==> config.mk <==
export PLATFORM = sky130hd
export DESIGN_NAME = loose_text_date_to_epoch_top_flat
export DESIGN_NICKNAME = d
export VERILOG_FILES = /design/src/lted_pkg.sv /design/src/lted_if.sv /design/src/lted_token.sv /design/src/lted_calc.sv /design/src/loose_text_date_to_epoch_top.sv /design/src/flat_wrapper.sv
export SDC_FILE = /design/constraint.sdc
export NUM_CORES = 1
export LEC_CHECK = 0
export BUFFER_PORTS_ARGS = -buffer_cell sky130_fd_sc_hd__buf_2
export CAP_MARGIN = 30
export CORE_MARGIN = 1
export CORE_UTILIZATION = 45
export DETAILED_ROUTE_END_ITERATION = 7
export GPL_TIMING_DRIVEN = 0
export PLACE_DENSITY = 0.63
export SLEW_MARGIN = 10
export SYNTH_ARGS = -nofsm -noshare
export SYNTH_HDL_FRONTEND = slang
export SYNTH_SLANG_ARGS = --single-unit
==> constraint.sdc <==
create_clock -name i_clk -period 9 [get_ports i_clk]
set_input_delay 2.25 -clock i_clk [delete_from_list [all_inputs] [get_ports i_clk]]
set_output_delay 2.25 -clock i_clk [all_outputs]
set_load 0.02 [all_outputs]
==> src/lted_pkg.sv <==
// ----------------------------------------------------------------------------
// lted_pkg
// Shared types, constants and lookup functions for the text date converter.
// ----------------------------------------------------------------------------
`default_nettype none

package lted_pkg;

    // result status codes
    localparam logic [1:0] ST_VALID   = 2'd0;
    localparam logic [1:0] ST_MISSING = 2'd1;
    localparam logic [1:0] ST_RANGE   = 2'd2;

    localparam logic [13:0] DIGIT_MAX  = 14'd16383;
    localparam logic [2:0]  LEN_SAT    = 3'd5;
    localparam logic [2:0]  PREFIX_LEN = 3'd3;
    localparam logic [2:0]  YEAR_LEN   = 3'd4;
    localparam logic [13:0] DAY_MAX    = 14'd31;

    localparam int unsigned YEAR_MIN      = 1970;
    localparam int unsigned YEAR_MAX      = 3000;
    localparam int unsigned DAYS_PER_YEAR = 365;
    localparam int unsigned SEC_PER_DAY   = 86400;
    // leap days in 1..1969
    localparam int unsigned LEAPS_1969    = 477;
    // x / 100 == (x * RECIP100) >> RECIP_SHIFT for x below 4096
    localparam int unsigned RECIP100      = 5243;
    localparam int unsigned RECIP_SHIFT   = 19;

    localparam int unsigned SEC_W  = 36;
    localparam int unsigned DAYS_W = 19;

    typedef struct packed {
        logic [3:0]  month;
        logic [4:0]  day;
        logic [13:0] year;
    } t_fields;

    // month number 1..12 for a lower-cased three-letter prefix, 0 for none
    function automatic logic [3:0] month_code(input logic [23:0] p);
        logic [3:0] m;
        case (p)
            "jan":   m = 4'd1;
            "feb":   m = 4'd2;
            "mar":   m = 4'd3;
            "apr":   m = 4'd4;
            "may":   m = 4'd5;
            "jun":   m = 4'd6;
            "jul":   m = 4'd7;
            "aug":   m = 4'd8;
            "sep":   m = 4'd9;
            "oct":   m = 4'd10;
            "nov":   m = 4'd11;
            "dec":   m = 4'd12;
            default: m = 4'd0;
        endcase
        return m;
    endfunction

    // days before the first of month m in a common year
    function automatic logic [8:0] days_before(input logic [3:0] m);
        logic [8:0] d;
        case (m)
            4'd2:    d = 9'd31;
            4'd3:    d = 9'd59;
            4'd4:    d = 9'd90;
            4'd5:    d = 9'd120;
            4'd6:    d = 9'd151;
            4'd7:    d = 9'd181;
            4'd8:    d = 9'd212;
            4'd9:    d = 9'd243;
            4'd10:   d = 9'd273;
            4'd11:   d = 9'd304;
            4'd12:   d = 9'd334;
            default: d = 9'd0;
        endcase
        return d;
    endfunction

endpackage

`default_nettype wire

==> src/lted_if.sv <==
// ----------------------------------------------------------------------------
// lted_in_if / lted_out_if
// Valid/ready channels for text bytes in and converted dates out.
// ----------------------------------------------------------------------------
`default_nettype none

interface lted_in_if;
    logic       valid;
    logic       ready;
    logic [7:0] char_code;
    logic       last_char;

    modport source (output valid, output char_code, output last_char, input ready);
    modport sink   (input valid, input char_code, input last_char, output ready);
endinterface

interface lted_out_if;
    logic               valid;
    logic               ready;
    logic signed [35:0] time_seconds;
    logic [1:0]         status;

    modport source (output valid, output time_seconds, output status, input ready);
    modport sink   (input valid, input time_seconds, input status, output ready);
endinterface

`default_nettype wire

==> src/lted_token.sv <==
// ----------------------------------------------------------------------------
// lted_token
// Byte tokenizer: keeps the current token and the month, day and year seen
// so far; presents the flushed fields for the final byte.
// ----------------------------------------------------------------------------
`default_nettype none

module lted_token (
    input  wire logic             i_clk,
    input  wire logic             i_rst_n,
    input  wire logic             i_accept,
    input  wire logic [7:0]       i_char_code,
    input  wire logic             i_last_char,
    output lted_pkg::t_fields     o_fields
);

    logic [3:0]  r_month, n_month;
    logic [4:0]  r_day, n_day;
    logic [13:0] r_year, n_year;
    logic [2:0]  r_len, n_len;
    logic        r_starts, n_starts;
    logic [7:0]  r_pfx0, r_pfx1, r_pfx2, n_pfx0, n_pfx1, n_pfx2;
    logic [13:0] r_dv, n_dv;
    logic        r_ended, n_ended;

    logic        is_dig, is_let, is_aln, do_end;
    logic [2:0]  a_len, e_len;
    logic        a_starts, e_starts;
    logic [7:0]  a_pfx0, a_pfx1, a_pfx2, e_pfx0, e_pfx1, e_pfx2;
    logic [13:0] a_dv, e_dv;
    logic        a_ended;
    logic [17:0] dv_x10;
    logic [3:0]  mcode;

    always_comb begin
        is_dig = (i_char_code >= 8'h30) && (i_char_code <= 8'h39);
        is_let = ((i_char_code >= 8'h41) && (i_char_code <= 8'h5A))
              || ((i_char_code >= 8'h61) && (i_char_code <= 8'h7A));
        is_aln = is_dig || is_let;

        // token with this byte appended
        a_starts = (r_len == 3'd0) ? is_let : r_starts;
        a_pfx0   = (r_len == 3'd0) ? i_char_code : r_pfx0;
        a_pfx1   = (r_len == 3'd1) ? i_char_code : r_pfx1;
        a_pfx2   = (r_len == 3'd2) ? i_char_code : r_pfx2;
        a_dv     = r_dv;
        a_ended  = r_ended;
        dv_x10   = (18'(r_dv) << 3) + (18'(r_dv) << 1) + 18'(i_char_code[3:0]);
        if (!a_starts && !r_ended) begin
            if (is_dig) begin
                a_dv = (dv_x10 > 18'(lted_pkg::DIGIT_MAX)) ? lted_pkg::DIGIT_MAX
                                                           : dv_x10[13:0];
            end else begin
                a_ended = 1'b1;
            end
        end
        a_len = (r_len < lted_pkg::LEN_SAT) ? r_len + 3'd1 : r_len;

        // token that a separator or the final byte closes
        e_len    = is_aln ? a_len    : r_len;
        e_starts = is_aln ? a_starts : r_starts;
        e_pfx0   = is_aln ? a_pfx0   : r_pfx0;
        e_pfx1   = is_aln ? a_pfx1   : r_pfx1;
        e_pfx2   = is_aln ? a_pfx2   : r_pfx2;
        e_dv     = is_aln ? a_dv     : r_dv;
        do_end   = !is_aln || i_last_char;

        mcode = lted_pkg::month_code({e_pfx0 | 8'h20, e_pfx1 | 8'h20, e_pfx2 | 8'h20});

        n_month = r_month;
        n_day   = r_day;
        n_year  = r_year;
        if (do_end && (e_len != 3'd0)) begin
            if (e_starts) begin
                if ((e_len >= lted_pkg::PREFIX_LEN) && (mcode != 4'd0)) begin
                    n_month = mcode;
                end
            end else if (e_len == lted_pkg::YEAR_LEN) begin
                n_year = e_dv;
            end else if ((e_dv >= 14'd1) && (e_dv <= lted_pkg::DAY_MAX)) begin
                n_day = e_dv[4:0];
            end
        end

        if (do_end) begin
            n_len    = 3'd0;
            n_starts = 1'b0;
            n_pfx0   = 8'd0;
            n_pfx1   = 8'd0;
            n_pfx2   = 8'd0;
            n_dv     = 14'd0;
            n_ended  = 1'b0;
        end else begin
            n_len    = a_len;
            n_starts = a_starts;
            n_pfx0   = a_pfx0;
            n_pfx1   = a_pfx1;
            n_pfx2   = a_pfx2;
            n_dv     = a_dv;
            n_ended  = a_ended;
        end
    end

    assign o_fields = '{month: n_month, day: n_day, year: n_year};

    always_ff @(posedge i_clk) begin
        if (!i_rst_n || (i_accept && i_last_char)) begin
            r_month  <= 4'd0;
            r_day    <= 5'd0;
            r_year   <= 14'd0;
            r_len    <= 3'd0;
            r_starts <= 1'b0;
            r_pfx0   <= 8'd0;
            r_pfx1   <= 8'd0;
            r_pfx2   <= 8'd0;
            r_dv     <= 14'd0;
            r_ended  <= 1'b0;
        end else if (i_accept) begin
            r_month  <= n_month;
            r_day    <= n_day;
            r_year   <= n_year;
            r_len    <= n_len;
            r_starts <= n_starts;
            r_pfx0   <= n_pfx0;
            r_pfx1   <= n_pfx1;
            r_pfx2   <= n_pfx2;
            r_dv     <= n_dv;
            r_ended  <= n_ended;
        end
    end

endmodule

`default_nettype wire

==> src/lted_calc.sv <==
// ----------------------------------------------------------------------------
// lted_calc
// Four-stage pipeline from month/day/year to epoch seconds, with stalls
// that collapse bubbles; the last stage is the output register.
// ----------------------------------------------------------------------------
`default_nettype none

module lted_calc (
    input  wire logic                 i_clk,
    input  wire logic                 i_rst_n,
    input  wire logic                 i_valid,
    input  wire lted_pkg::t_fields    i_fields,
    output logic                      o_ready,
    output logic                      o_valid,
    input  wire logic                 i_ready,
    output logic signed [35:0]        o_seconds,
    output logic [1:0]                o_status
);

    localparam int unsigned DW = lted_pkg::DAYS_W;
    localparam int unsigned SH = lted_pkg::RECIP_SHIFT;

    // stage 1: captured fields
    logic              r1_v;
    lted_pkg::t_fields r1_f;
    // stage 2: status and partial terms
    logic              r2_v;
    logic [1:0]        r2_status;
    logic [3:0]        r2_month;
    logic [4:0]        r2_day;
    logic [1:0]        r2_ylow;
    logic [DW-1:0]     r2_y365;
    logic [9:0]        r2_q4m;
    logic [4:0]        r2_q100y, r2_q100m;
    // stage 3: day count
    logic              r3_v;
    logic [1:0]        r3_status;
    logic [DW-1:0]     r3_days;
    // output
    logic              r_ov;
    logic [1:0]        r_ostatus;
    logic [35:0]       r_osec;

    logic out_adv, s3_adv, s2_adv, s1_adv;

    assign out_adv = !r_ov || i_ready;
    assign s3_adv  = !r3_v || out_adv;
    assign s2_adv  = !r2_v || s3_adv;
    assign s1_adv  = !r1_v || s2_adv;
    assign o_ready = s1_adv;

    // stage 1 -> 2
    logic [11:0] y12, ym1, yoff;
    logic [23:0] p_y, p_m;
    logic [1:0]  n2_status;

    always_comb begin
        y12  = r1_f.year[11:0];
        ym1  = y12 - 12'd1;
        yoff = y12 - 12'(lted_pkg::YEAR_MIN);
        p_y  = 24'(y12) * 24'(lted_pkg::RECIP100);
        p_m  = 24'(ym1) * 24'(lted_pkg::RECIP100);
        if ((r1_f.month == 4'd0) || (r1_f.day == 5'd0) || (r1_f.year == 14'd0)) begin
            n2_status = lted_pkg::ST_MISSING;
        end else if ((r1_f.year < 14'(lted_pkg::YEAR_MIN))
                  || (r1_f.year > 14'(lted_pkg::YEAR_MAX))
                  || (r1_f.month > 4'd12)) begin
            n2_status = lted_pkg::ST_RANGE;
        end else begin
            n2_status = lted_pkg::ST_VALID;
        end
    end

    // stage 2 -> 3
    logic          century, leap;
    logic [DW-1:0] leaps, n3_days;

    always_comb begin
        // a century year is where the hundreds count steps
        century = (r2_q100y != r2_q100m);
        leap    = century ? (r2_q100y[1:0] == 2'd0) : (r2_ylow == 2'd0);
        leaps   = DW'(r2_q4m) - DW'(r2_q100m) + DW'(r2_q100m[4:2])
                - DW'(lted_pkg::LEAPS_1969);
        n3_days = r2_y365 + leaps + DW'(lted_pkg::days_before(r2_month))
                + DW'((r2_month > 4'd2) && leap) + DW'(r2_day) - DW'(1);
    end

    // stage 3 -> out
    logic [35:0] n_sec;

    always_comb begin
        case (r3_status)
            lted_pkg::ST_VALID:   n_sec = 36'(r3_days) * 36'(lted_pkg::SEC_PER_DAY);
            lted_pkg::ST_MISSING: n_sec = 36'd0;
            default:              n_sec = '1;
        endcase
    end

    always_ff @(posedge i_clk) begin
        if (!i_rst_n) begin
            r1_v <= 1'b0;
            r2_v <= 1'b0;
            r3_v <= 1'b0;
            r_ov <= 1'b0;
        end else begin
            if (s1_adv) begin
                r1_v <= i_valid;
            end
            if (s2_adv) begin
                r2_v <= r1_v;
            end
            if (s3_adv) begin
                r3_v <= r2_v;
            end
            if (out_adv) begin
                r_ov <= r3_v;
            end
        end
    end

    always_ff @(posedge i_clk) begin
        if (s1_adv && i_valid) begin
            r1_f <= i_fields;
        end
        if (s2_adv && r1_v) begin
            r2_status <= n2_status;
            r2_month  <= r1_f.month;
            r2_day    <= r1_f.day;
            r2_ylow   <= y12[1:0];
            r2_y365   <= DW'(yoff) * DW'(lted_pkg::DAYS_PER_YEAR);
            r2_q4m    <= ym1[11:2];
            r2_q100y  <= p_y[SH +: 5];
            r2_q100m  <= p_m[SH +: 5];
        end
        if (s3_adv && r2_v) begin
            r3_status <= r2_status;
            r3_days   <= n3_days;
        end
        if (out_adv && r3_v) begin
            r_ostatus <= r3_status;
            r_osec    <= n_sec;
        end
    end

    assign o_valid   = r_ov;
    assign o_status  = r_ostatus;
    assign o_seconds = signed'(r_osec);

endmodule

`default_nettype wire

==> src/loose_text_date_to_epoch_top.sv <==
// ----------------------------------------------------------------------------
// loose_text_date_to_epoch_top
// Free-text date to UTC midnight seconds since 1970, one byte per request.
//
//  channel  | dir | payload                          | notes
//  ---------+-----+----------------------------------+----------------------
//  i_req    | in  | char_code[7:0], last_char        | one byte per request
//  o_rsp    | out | time_seconds[35:0] s, status[1:0]| one per last_char
//
// One byte is taken every clock while the pipeline can accept it; the
// tokenizer updates in the cycle the byte is taken. A byte marked last
// enters a four-stage conversion pipeline ending in the output register.
// A stalled output fills the pipeline; input stalls only once all four
// stages hold results.
// Synchronous active-low reset clears all token state and the pipeline.
// ----------------------------------------------------------------------------
`default_nettype none

module loose_text_date_to_epoch_top (
    input  wire logic      i_clk,
    input  wire logic      i_rst_n,
    lted_in_if.sink        i_req,
    lted_out_if.source     o_rsp
);

    lted_pkg::t_fields fields;
    logic              accept;
    logic              calc_ready;
    logic              rsp_valid;
    logic signed [35:0] rsp_sec;
    logic [1:0]        rsp_status;

    assign i_req.ready = calc_ready;
    assign accept      = i_req.valid && calc_ready;

    lted_token u_token (
        .i_clk       (i_clk),
        .i_rst_n     (i_rst_n),
        .i_accept    (accept),
        .i_char_code (i_req.char_code),
        .i_last_char (i_req.last_char),
        .o_fields    (fields)
    );

    lted_calc u_calc (
        .i_clk     (i_clk),
        .i_rst_n   (i_rst_n),
        .i_valid   (accept && i_req.last_char),
        .i_fields  (fields),
        .o_ready   (calc_ready),
        .o_valid   (rsp_valid),
        .i_ready   (o_rsp.ready),
        .o_seconds (rsp_sec),
        .o_status  (rsp_status)
    );

    assign o_rsp.valid        = rsp_valid;
    assign o_rsp.time_seconds = rsp_sec;
    assign o_rsp.status       = rsp_status;

endmodule

`default_nettype wire

==> src/flat_wrapper.sv <==
// flat-port wrapper written by rule: the top's interface ports become plain ports
module loose_text_date_to_epoch_top_flat 
  (i_clk, i_rst_n, i_req_valid, i_req_char_code, i_req_last_char, i_req_ready, o_rsp_valid, o_rsp_time_seconds, o_rsp_status, o_rsp_ready);
  lted_in_if i_req_i ();
  lted_out_if o_rsp_i ();
  input  wire logic i_clk;
  input  wire logic i_rst_n;
  input wire logic [$bits(i_req_i.valid)-1:0] i_req_valid;
  input wire logic [$bits(i_req_i.char_code)-1:0] i_req_char_code;
  input wire logic [$bits(i_req_i.last_char)-1:0] i_req_last_char;
  output wire logic [$bits(i_req_i.ready)-1:0] i_req_ready;
  output wire logic [$bits(o_rsp_i.valid)-1:0] o_rsp_valid;
  output wire logic [$bits(o_rsp_i.time_seconds)-1:0] o_rsp_time_seconds;
  output wire logic [$bits(o_rsp_i.status)-1:0] o_rsp_status;
  input wire logic [$bits(o_rsp_i.ready)-1:0] o_rsp_ready;
  assign i_req_i.valid = i_req_valid;
  assign i_req_i.char_code = i_req_char_code;
  assign i_req_i.last_char = i_req_last_char;
  assign i_req_ready = i_req_i.ready;
  assign o_rsp_valid = o_rsp_i.valid;
  assign o_rsp_time_seconds = o_rsp_i.time_seconds;
  assign o_rsp_status = o_rsp_i.status;
  assign o_rsp_i.ready = o_rsp_ready;
  loose_text_date_to_epoch_top u_core (.i_clk(i_clk), .i_rst_n(i_rst_n), .i_req(i_req_i), .o_rsp(o_rsp_i));
endmodule
# After elaboration in Yosys (flattened, before gate mapping)
# Memory sizes are Yosys's and may differ from the RTL's. A register that Yosys moved wholly into a read port is not among the register bits.
# Cells that the tools add are included.
# totals
ff_bits	204
rom_bits	144
output_inout_bits	40
memories	1
# classes
addsub	13
mul	4
order_cmp	15
eq_ne	18
mux	38
reduce_logical	45
# mem_list
memory	words	word_bits	rd	rd_clocked_by_memory_dff	wr	line	text
(no name shown)	16	9	1	1	0	lted_pkg.sv:63	case (m)
# op_table
operator	n
equality test 21 x 20 -> 1 bit (second input constant)	12
2-to-1 mux 14 bit	8
2-to-1 mux 8 bit	9
case mux 36 bit (2 select lines)	1
multiplier 12 x 13 -> 24 bit (second input constant)	2
case mux 4 bit (12 select lines)	1
multiplier 19 x 10 -> 29 bit (second input constant)	1
2-to-1 mux 5 bit	4
adder 19 x 1 -> 19 bit	1
adder 19 bit	1
adder 19 x 5 -> 19 bit	1
adder 19 x 9 -> 19 bit	1
multiplier 12 x 9 -> 19 bit (second input constant)	1
subtractor 19 x 1 -> 19 bit (second input constant)	1
adder 17 x 15 -> 18 bit	1
adder 18 x 4 -> 18 bit	1
> comparator 18 x 14 -> 1 bit (second input constant)	1
greater-or-equal comparator 8 x 7 -> 1 bit (second input constant)	2
<= comparator 8 x 7 -> 1 bit (second input constant)	2
2-to-1 mux 4 bit	4
greater-or-equal comparator 14 x 1 -> 1 bit (second input constant)	1
> comparator 14 x 12 -> 1 bit (second input constant)	1
<= comparator 14 x 5 -> 1 bit (second input constant)	1
logical AND 1 bit	14
33 further kinds	61

# Longest topological paths before layout
# Gate-level depths: netlist of run 1.
# logic_depth
depth_word	14
depth_mapped	29
depth_no_buf	28

# Modules after synthesis
# Synthesis of run 1 repeated with hierarchy kept, for this count alone.
# hier_totals
cells_unflattened	2457
area_unflattened_um2	23278.6
# modules_own_cells
module	instances	cells_per_inst	area_per_inst_um2	seq_area_each_um2
lted_calc	1	1753	18004.8	4073.9
lted_token	1	702	5261.3	1261.2
loose_text_date_to_epoch_top	1	2	12.5	0.0

# Worst setup path before layout of run 1
# OpenSTA, ideal clock, no wires.
# synth_path
path_kind	register to register
from	register u_core.u_calc.r1_f[1] (netlist name)
to	register u_core.u_calc.r2_q100m[4], data pin
setup_ns	0.266
arrival_time_ns	6.996
path_slack_ns	1.738
stages_incl_launch_ff	28
n_path_buf	0
path_cell_list	edfxtp_1 inv_1 ha_1 inv_1 a21oi_1 o21ai_0 or3_1 a21boi_0 o21ai_0 xnor2_1 inv_1 ha_1 inv_1 fa_1 fa_1 inv_1 fa_1 fa_1 ha_1 a21o_1 a21o_1 a21oi_1 o21ai_0 or3_1 o211a_1 o31a_1 o41ai_1 xnor2_1
# synth_between
elab_chain_len	2
# synth_rtl
item	line	text
start, declared	lted_calc.sv:25	lted_pkg::t_fields r1_f;
start signal, assigned	lted_calc.sv:123	r1_f <= i_fields;
subtractor 12 x 1 -> 12 bit	lted_calc.sv:59	ym1 = y12 - 12'd1;
named net u_core.u_calc.ym1[11]	lted_calc.sv:53	logic [11:0] y12, ym1, yoff;
multiplier 12 x 13 -> 24 bit	lted_calc.sv:62	p_m = 24'(ym1) * 24'(lted_pkg::RECIP100);
named net u_core.u_calc.p_m[23]	lted_calc.sv:54	logic [23:0] p_y, p_m;
end signal, assigned	lted_calc.sv:133	r2_q100m <= p_m[SH +: 5];
end, declared	lted_calc.sv:34	logic [4:0] r2_q100y, r2_q100m;
# The timed path passes the listed nets, and every way through them passes these cells.
# A chain may end at the register's enable or synchronous reset.

# Worst setup path in the final report of run 1
# layout_path
from	register u_core.u_calc.r1_f[2] (netlist name)
to	register u_core.u_calc.r2_q100m[4], data pin
# Same word-level chain as after synthesis.

==> reports/summary.txt, run 1 <==
======================================================================================
Sequential share of the synthesized area                                         0.231
Crit path kind                                                            register to register
Switching fraction of total power                                                0.462
Number of CTS-inserted buffers                                                      25
Die area                                                                    52300 um^2
Setup skew after layout                                                      0.0119 ns
Fraction of synthesized cell area taken by the top area cell type                0.225
Clock tree from TritonCTS                                                          yes
Height of the chip                                                              229 um
Global routing usage summed across all routing layers                            0.206
Number of remaining DRC errors                                                       0
Vias post-DR                                                                     17.1k
Destination of the critical timing path                                   u_core.u_calc.r2_q100m[4]$_DFFE_PP_
Critical Path RT                                                               9.28 ns
Synth cell count leaders                                                  sky130_fd_sc_hd__inv_1, sky130_fd_sc_hd__ha_1, sky130_fd_sc_hd__fa_1
First-iteration detailed-routing DRC count                                         821
Fin util                                                                         0.499
Final Non-Filler Cells                                                            3206
Number of distinct standard cells referenced by the synthesized netlist             90
Largest fanout on the critical path                                                  6
H-tree depth                                                                         1
Tmin final                                                                     8.43 ns
Synthesized-area fraction occupied by and/or/nand/nor cells                      0.113
Post-synthesis instance area                                                23100 um^2
Worst IR Drop VDD                                                             0.350 mV
Period utilisation layout                                                        0.937
Post-synth EDFFs                                                                   127
Cell taking the most area after synthesis                                 sky130_fd_sc_hd__ha_1
Source of the critical timing path                                        u_core.u_calc.r1_f[2]$_DFFE_PP_
Number of placed cells counting well taps                                         3153
Starting Density                                                                 0.458
Bufs on Longest Clock Path                                                           3
RSZ-0062 raised after global routing                                                no
Final routed wirelength across all metal layers                                52.8 mm
Final HPWL DP                                                                  43.5 mm
Final antenna diode count                                                            0
Depth of the most critical reg-to-reg path                                          27
Max_cap viols                                                                        0
Final global-route overflow total                                                    0
Parity-gate share of the synthesized area counting xor and xnor cells           0.0428
Max transition margin                                                            0.340
TritonCTS sink count                                                               203
Boundary pin count                                                                  53
P_leak                                                                         12.1 nW
Site Rows                                                                           82
Async set or reset register ratio after synthesis                                    0
Via count of the first global-routing pass                                       17.7k
Synth Area per Inst                                                          9.54 um^2
Reg2reg setup slack                                                            0.57 ns
Last weighted congestion value of the routability-driven placer                  0.931
Die outline width                                                               229 um
Cell-internal power                                                            4.86 mW
Post-Syn Instances                                                                2426
Combinational family with the most area after synthesis                    adder cells
Wirelength per Cell                                                            16.5 um
Post-synth net total                                                              3040
Core ar.                                                                    50500 um^2
Hold Crit Class                                                           register to register
Aggregate negative setup slack                                                    0 ns
Antenna violations before repair                                                     0
Clock transition at path regs                                                  0.06 ns
Share of total power in combinational logic                                      0.746
Share of final-layout standard cells stronger than drive strength 1             0.0683
Pwr dens                                                                   359 nW/um^2
Pin count of the biggest net entering global routing                                36
Area growth, synth to finish                                                     8.75%
Share of the synthesized area in compound gates (AO/OA/AOI/OAI)                  0.123
R2r endpoint                                                              u_core.u_calc.r2_q100m[4]$_DFFE_PP_
Data arrival time at the worst-slack endpoint                                  8.71 ns
Number of filler cells placed in the layout                                       4711
Final Hold Violating Endpoints                                                       0
Buffer type at the clock tree root                                        sky130_fd_sc_hd__clkbuf_16
Finish-stage setup viols                                                             0
NetSw                                                                          4.17 mW
Total of buffers placed on input and output ports                                   52
Outcome                                                                   finished clean
Global-route wire length before repair                                         87.9 mm
Crit path capture type                                                        register
Least-Margin Pin Slew                                                         0.983 ns
Most frequent cell after synthesis                                        sky130_fd_sc_hd__inv_1
Max Clk Rate                                                                 0.119 GHz
Clock Latency Late Sink                                                        0.55 ns
Post-synthesis adder-cell area fraction                                          0.385
Number of nets in the layout                                                      3129
Source of the worst register-to-register timing path                      u_core.u_calc.r1_f[2]$_DFFE_PP_
Critical path startpoint category                                             register
Most frequently used flop master after synthesis                          sky130_fd_sc_hd__edfxtp_1
Number of iterations in the first detailed-routing pass                              7
Cells taking the most area after synthesis                                sky130_fd_sc_hd__ha_1, sky130_fd_sc_hd__edfxtp_1, sky130_fd_sc_hd__fa_1
Antenna-violating nets left                                                          0
Proportion of power drawn by flip-flops and latches                              0.147
Number of synthesis warnings                                                         0
Routed via count divided by cell count                                            5.32
Final Max Slew Viols                                                                 0
Synthesized flop and latch total                                                   203
Multiplexer area fraction after synthesis                                       0.0172
Part of the power in the clock network                                           0.107
======================================================================================
[how the worst min path moves through the flow]
stage                                                  start                                    to  slack [ns]  cells after the start
floorplan           u_core.u_calc.r2_status[0]$_SDFFCE_PP1P_  u_core.u_calc.r3_status[0]$_DFFE_PP_        0.40                      0
global placement    u_core.u_calc.r2_status[1]$_SDFFCE_PP0P_  u_core.u_calc.r3_status[1]$_DFFE_PP_        0.41                      0
detailed placement  u_core.u_calc.r2_status[1]$_SDFFCE_PP0P_  u_core.u_calc.r3_status[1]$_DFFE_PP_        0.40                      0
CTS                 u_core.u_calc.r2_status[1]$_SDFFCE_PP0P_  u_core.u_calc.r3_status[1]$_DFFE_PP_        0.42                      0
global route        u_core.u_calc.r2_status[1]$_SDFFCE_PP0P_  u_core.u_calc.r3_status[1]$_DFFE_PP_        0.42                      0
finish              u_core.u_calc.r2_status[1]$_SDFFCE_PP0P_  u_core.u_calc.r3_status[1]$_DFFE_PP_        0.42                      0
[state kept, by name, indices dropped and copies added, names as in the netlist, 3 cells and up, named ones only]
register	flops
u_core.u_token.r_pfx1	7
u_core.u_calc.o_seconds	30
u_core.u_calc.r2_y365	18
u_core.u_calc.r3_days	19
u_core.u_token.r_dv	14
u_core.u_token.r_day	5
u_core.u_calc.r2_month	4
u_core.u_calc.r1_f	23
u_core.u_token.r_year	14
u_core.u_calc.r2_q4m	10
u_core.u_calc.r2_q100m	5
u_core.u_calc.r2_day	5
u_core.u_token.r_len	3
u_core.u_token.r_pfx0	7
u_core.u_calc.r2_q100y	5
u_core.u_token.r_pfx2	7
u_core.u_token.r_month	4
[layout make-up]
type                       count  area, um^2  area share
sequential                   203        5340       0.212
tap                          672         841      0.0334
clock buffer                  32         692      0.0275
timing repair buffer          62         385      0.0153
clock inverter                14        87.6     0.00348
multi-input combinational   1688       15800       0.627
inverter                     472        1770      0.0704
buffer                        63         280      0.0111
[cell families after synthesis]
kind of cell,count (synthesis)
AO/OA/AOI/OAI,418
XOR/XNOR,113
adder cells (fa/ha/maj),601
buffers and inverters,535
flip-flops,203
multiplexers,36
AND/OR/NAND/NOR,520
[through the flow]
step	power (mW)	worst slack, ns	hold WS [ns]	area [um^2]
final	9.03	0.570	0.418	25200
after floorplan	6.70	1.74	0.400	23100
after detailed placement	8.08	0.168	0.405	24300
after global routing	10.1	0.0764	0.422	25200
after global placement	7.86	0.313	0.411	24200
after CTS	9.13	0.133	0.419	25100
[layer usage]
metal | global-route usage | vias to the layer above | part of all wire | wire length, um
met3 | 0.0236 | 111 | 0.035 | 1830
met1 | 0.251 | 8202 | 0.43 | 22700
met2 | 0.373 | 332 | 0.50 | 26500
met5 | 0 | - | 0 | 0
met4 | 0.0694 | 0 | 0.034 | 1780
li1 | - | 8409 | - | -
[critical path: stages (launching register included)]
cell	delay, ns
sky130_fd_sc_hd__edfxtp_1	0.59
sky130_fd_sc_hd__clkbuf_1	0.31
sky130_fd_sc_hd__inv_1	0.16
sky130_fd_sc_hd__ha_1	0.24
sky130_fd_sc_hd__a21oi_1	0.23
sky130_fd_sc_hd__o21ai_0	0.16
sky130_fd_sc_hd__or3_1	0.36
sky130_fd_sc_hd__a21boi_0	0.35
sky130_fd_sc_hd__o21ai_0	0.21
sky130_fd_sc_hd__xnor2_2	0.41
sky130_fd_sc_hd__inv_1	0.22
sky130_fd_sc_hd__ha_1	0.37
sky130_fd_sc_hd__inv_1	0.07
sky130_fd_sc_hd__fa_1	0.49
sky130_fd_sc_hd__fa_1	0.53
sky130_fd_sc_hd__inv_1	0.07
sky130_fd_sc_hd__fa_1	0.51
sky130_fd_sc_hd__fa_1	0.45
sky130_fd_sc_hd__ha_1	0.31
sky130_fd_sc_hd__a21o_1	0.19
sky130_fd_sc_hd__a21o_1	0.17
sky130_fd_sc_hd__a21oi_1	0.17
sky130_fd_sc_hd__o21ai_0	0.19
sky130_fd_sc_hd__or3_1	0.34
sky130_fd_sc_hd__o211a_1	0.26
sky130_fd_sc_hd__o31a_1	0.30
sky130_fd_sc_hd__o41ai_1	0.37
sky130_fd_sc_hd__xnor2_1	0.14
[power by group through the flow]
stage	Sequential, mW	Combinational (mW)	Clock (mW)
finish	1.33	6.74	0.963
global route	1.34	7.78	1.02
CTS	1.33	6.81	0.987
detailed placement	1.35	6.73	0
global placement	1.35	6.51	0
floorplan	1.34	5.36	0
[layout by cell type, fill, tap and decap left out, types with 10 or more instances in the layout]
master	instances
sky130_fd_sc_hd__inv_1	470
sky130_fd_sc_hd__ha_1	417
sky130_fd_sc_hd__fa_1	184
sky130_fd_sc_hd__nor2_1	158
sky130_fd_sc_hd__edfxtp_1	127
sky130_fd_sc_hd__nand2_1	109
sky130_fd_sc_hd__a21oi_1	92
sky130_fd_sc_hd__xnor2_1	86
sky130_fd_sc_hd__dfxtp_1	76
sky130_fd_sc_hd__o21ai_0	75
sky130_fd_sc_hd__buf_2	56
sky130_fd_sc_hd__a21o_1	51
sky130_fd_sc_hd__nor3_1	51
sky130_fd_sc_hd__clkbuf_1	48
sky130_fd_sc_hd__nand3_1	34
sky130_fd_sc_hd__xor2_1	26
sky130_fd_sc_hd__clkbuf_16	25
sky130_fd_sc_hd__nand2b_1	24
sky130_fd_sc_hd__nor2b_1	24
sky130_fd_sc_hd__and3_1	20
sky130_fd_sc_hd__mux2i_1	20
sky130_fd_sc_hd__a22oi_1	20
sky130_fd_sc_hd__o211ai_1	19
sky130_fd_sc_hd__a31oi_1	16
sky130_fd_sc_hd__o21a_1	15
sky130_fd_sc_hd__nand4_1	12
sky130_fd_sc_hd__a211oi_1	12
sky130_fd_sc_hd__buf_4	12
sky130_fd_sc_hd__o31ai_1	12
sky130_fd_sc_hd__or2_2	11
sky130_fd_sc_hd__or3_1	11
sky130_fd_sc_hd__mux2_2	11
sky130_fd_sc_hd__and2_1	10
sky130_fd_sc_hd__nor4_1	10
[repair_timing]
| item | CTS | global route |
|---|---|---|
| endpoints found under the hold margin | 0 | 0 |
| hold buffers | 0 | 0 |
| resized for setup | 0 | 1 |
| endpoints found under the setup margin | 0 | 3 |
| setup buffers | 0 | 4 |
No activity file was read; power rests on OpenSTA's default activity.
==> run 2: changes to the inputs <==
ABC_AREA = 1   (was not set)
CELL_PAD_IN_SITES_DETAIL_PLACEMENT = 0   (was not set)
CELL_PAD_IN_SITES_GLOBAL_PLACEMENT = 1   (was not set)
PLACE_DENSITY = 0.77   (was 0.63)
==> run 2 against run 1 <==
  * First-iteration DRC count is 8.2% lower
  * Global-route usage hardly changed
  * Core utilization is 0.11 points lower
  * Design area is 2.2% higher
  * Cell count is 13% higher
  * Setup slack better by 0.85 ns
  * Sequential share of layout area is 0.46 points lower
  * Wire length is 2.3% higher
  * Synthesized area is 2.5% higher
  * Synthesized cell count is 16% higher
  * Worst hold slack better by 0.010 ns
==> reports/summary.txt, run 2 <==
======================================================================================
Outcome                                                                   finished clean
Critical path startpoint category                                             register
Cell taking the most area after synthesis                                 sky130_fd_sc_hd__ha_1
Post-synth net total                                                              3438
Sequential share of the synthesized area                                         0.225
Number of nets in the layout                                                      3523
Worst IR Drop VDD                                                             0.498 mV
Post-synth EDFFs                                                                   127
Via count of the first global-routing pass                                       18.2k
Clock tree from TritonCTS                                                          yes
Crit path kind                                                            register to register
Cells taking the most area after synthesis                                sky130_fd_sc_hd__ha_1, sky130_fd_sc_hd__edfxtp_1, sky130_fd_sc_hd__fa_1
RSZ-0062 raised after global routing                                                no
Pwr dens                                                                   341 nW/um^2
Met3 WL post-DR                                                                1.73 mm
Final Non-Filler Cells                                                            3610
Sequential standard cell area                                                5340 um^2
Total of buffers placed on input and output ports                                   52
Final HPWL DP                                                                  45.4 mm
Number of CTS-inserted buffers                                                      27
Aggregate negative setup slack                                                    0 ns
Final global-route overflow total                                                    0
Pin count of the biggest net entering global routing                                39
Starting Density                                                                 0.459
Most frequent cell after synthesis                                        sky130_fd_sc_hd__inv_1
Antenna violations before repair                                                     1
Final Hold Violating Endpoints                                                       0
Fin util                                                                         0.498
Period utilisation layout                                                        0.842
Site Rows                                                                           83
Async set or reset register ratio after synthesis                                    0
Least-Margin Pin Slew                                                         0.850 ns
Max transition margin                                                            0.431
Final Max Slew Viols                                                                 0
Final routed wirelength across all metal layers                                54.1 mm
Number of flip-flops in the largest register                                        30
Post-synthesis instance area                                                23700 um^2
Wl on met1                                                                     25.5 mm
Critical Path RT                                                               9.30 ns
Multi-input gate area in the final layout                                   15800 um^2
P_leak                                                                         13.1 nW
Highest Signal Layer                                                              met4
Buffers & Inverters on Critical Path                                                 5
Global-route wire length before repair                                         89.9 mm
Source of the worst register-to-register timing path                      u_core.u_calc.r1_f[1]$_DFFE_PP_
Number of distinct standard cells referenced by the synthesized netlist             61
Worst min-delay path startpoint                                           u_core.u_calc.r2_status[0]$_SDFFCE_PP1P_
Synthesized flop and latch total                                                   203
Most frequent standard cell in the layout excluding fill and tap cells    sky130_fd_sc_hd__inv_1
Largest fanout on the critical path                                                 12
Final non-filler cell area                                                  25700 um^2
Family with the most delay on the worst path                               adder cells
Number of iterations in the first detailed-routing pass                              5
Max_cap viols                                                                        0
Most frequently used flop master after synthesis                          sky130_fd_sc_hd__edfxtp_1
Die area                                                                    53700 um^2
Crit path capture type                                                        register
Fraction of synthesized cell area taken by the top area cell type                0.220
Number of filler cells placed in the layout                                       5034
Antenna-violating nets left                                                          0
Placed cell area                                                            24900 um^2
Tmin final                                                                     7.58 ns
Routed via count divided by cell count                                            5.02
Height of the chip                                                              232 um
Synth cell count leaders                                                  sky130_fd_sc_hd__inv_1, sky130_fd_sc_hd__nand2_1, sky130_fd_sc_hd__ha_1
Core ar.                                                                    51700 um^2
Source of the critical timing path                                        u_core.u_calc.r1_f[1]$_DFFE_PP_
Largest stage delay, worst path                                                0.66 ns
Area growth, synth to finish                                                     8.44%
Number of remaining DRC errors                                                       0
PostCTS Resize Cnt                                                                   0
Wirelength per Cell                                                            15.0 um
Hold Crit Class                                                           register to register
Most frequent cells in the layout                                         sky130_fd_sc_hd__inv_1, sky130_fd_sc_hd__nand2_1, sky130_fd_sc_hd__ha_1
H-tree depth                                                                         1
Number of synthesis warnings                                                         0
Finish-stage setup viols                                                             0
Vias post-DR                                                                     18.1k
Detailed route wirelength on metal2                                            25.7 mm
Final antenna diode count                                                            0
Number of placed cells counting well taps                                         3558
Bufs on Longest Clock Path                                                           3
Synth Area per Inst                                                          8.40 um^2
TritonCTS sink count                                                               203
Slowest cell on crit path                                                 sky130_fd_sc_hd__edfxtp_1
Buffer type at the clock tree root                                        sky130_fd_sc_hd__clkbuf_16
Global routing usage summed across all routing layers                            0.206
Die outline width                                                               232 um
Max Clk Rate                                                                 0.132 GHz
Last weighted congestion value of the routability-driven placer                  0.864
Clock transition at path regs                                                  0.06 ns
Setup skew after layout                                                      0.0108 ns
CP most frequent cell                                                     sky130_fd_sc_hd__inv_1
Boundary pin count                                                                  53
Hold Buf Count CTS                                                                   0
Post-Syn Instances                                                                2824
Share of final-layout standard cells stronger than drive strength 1             0.0771
Post-CTS Setup Repair Bufs                                                           0
First-iteration detailed-routing DRC count                                         754
Clock Latency Late Sink                                                        0.55 ns
Data arrival time at the worst-slack endpoint                                  7.88 ns
======================================================================================
## run 2: metal layers
layer | global-route usage | vias up
met4 | 0.0424 | 0
met3 | 0.0205 | 60
li1 | - | 9210
met2 | 0.353 | 238
met5 | 0 | -
met1 | 0.281 | 8626
## run 2: final cells by class
class	count	share of cell area
Tap cell	680	0.0331
Clock buffer	43	0.0301
Multi-Input combinational cell	1958	0.614
Timing Repair Buffer	56	0.0124
Buffer	45	0.0107
Clock inverter	7	0.00180
Sequential cell	203	0.207
Inverter	618	0.0902
## run 2: through the flow
stage | worst slack [ns] | hold slack (ns) | total power [mW]
after floorplan | 2.76 | 0.400 | 6.36
after global placement | 1.52 | 0.443 | 7.74
after detailed placement | 1.39 | 0.425 | 7.79
after CTS | 1.36 | 0.431 | 8.88
after global routing | 0.968 | 0.428 | 9.92
final | 1.42 | 0.428 | 8.76
## run 2: path summary, 6_finish.rpt
check	end	depth (start not counted)	slack (ns)
max	u_core.u_calc.r2_q100m[0]$_DFFE_PP_	27	1.42
min reg2reg	u_core.u_calc.r3_status[0]$_DFFE_PP_	0	0.43
max reg2reg	u_core.u_calc.r2_q100m[0]$_DFFE_PP_	27	1.42
min	u_core.u_calc.r3_status[0]$_DFFE_PP_	0	0.43
## run 2: logic make-up after synthesis
family                   Yosys count  synth area share
adder cells (fa/ha/maj)          601             0.375
XOR/XNOR                         102            0.0382
AND/OR/NAND/NOR                  892             0.166
AO/OA/AOI/OAI                    363            0.0861
buffers and inverters            663             0.109
flip-flops                       203             0.225
## run 2: where the power goes
part / internal (mW) / switching (mW) / leakage (nW)
clock network: 0.589 / 0.427 / 0.404
logic: 2.52 / 3.94 / 10.9
registers: 1.23 / 0.0611 / 1.80
total: 4.33 / 4.43 / 13.1
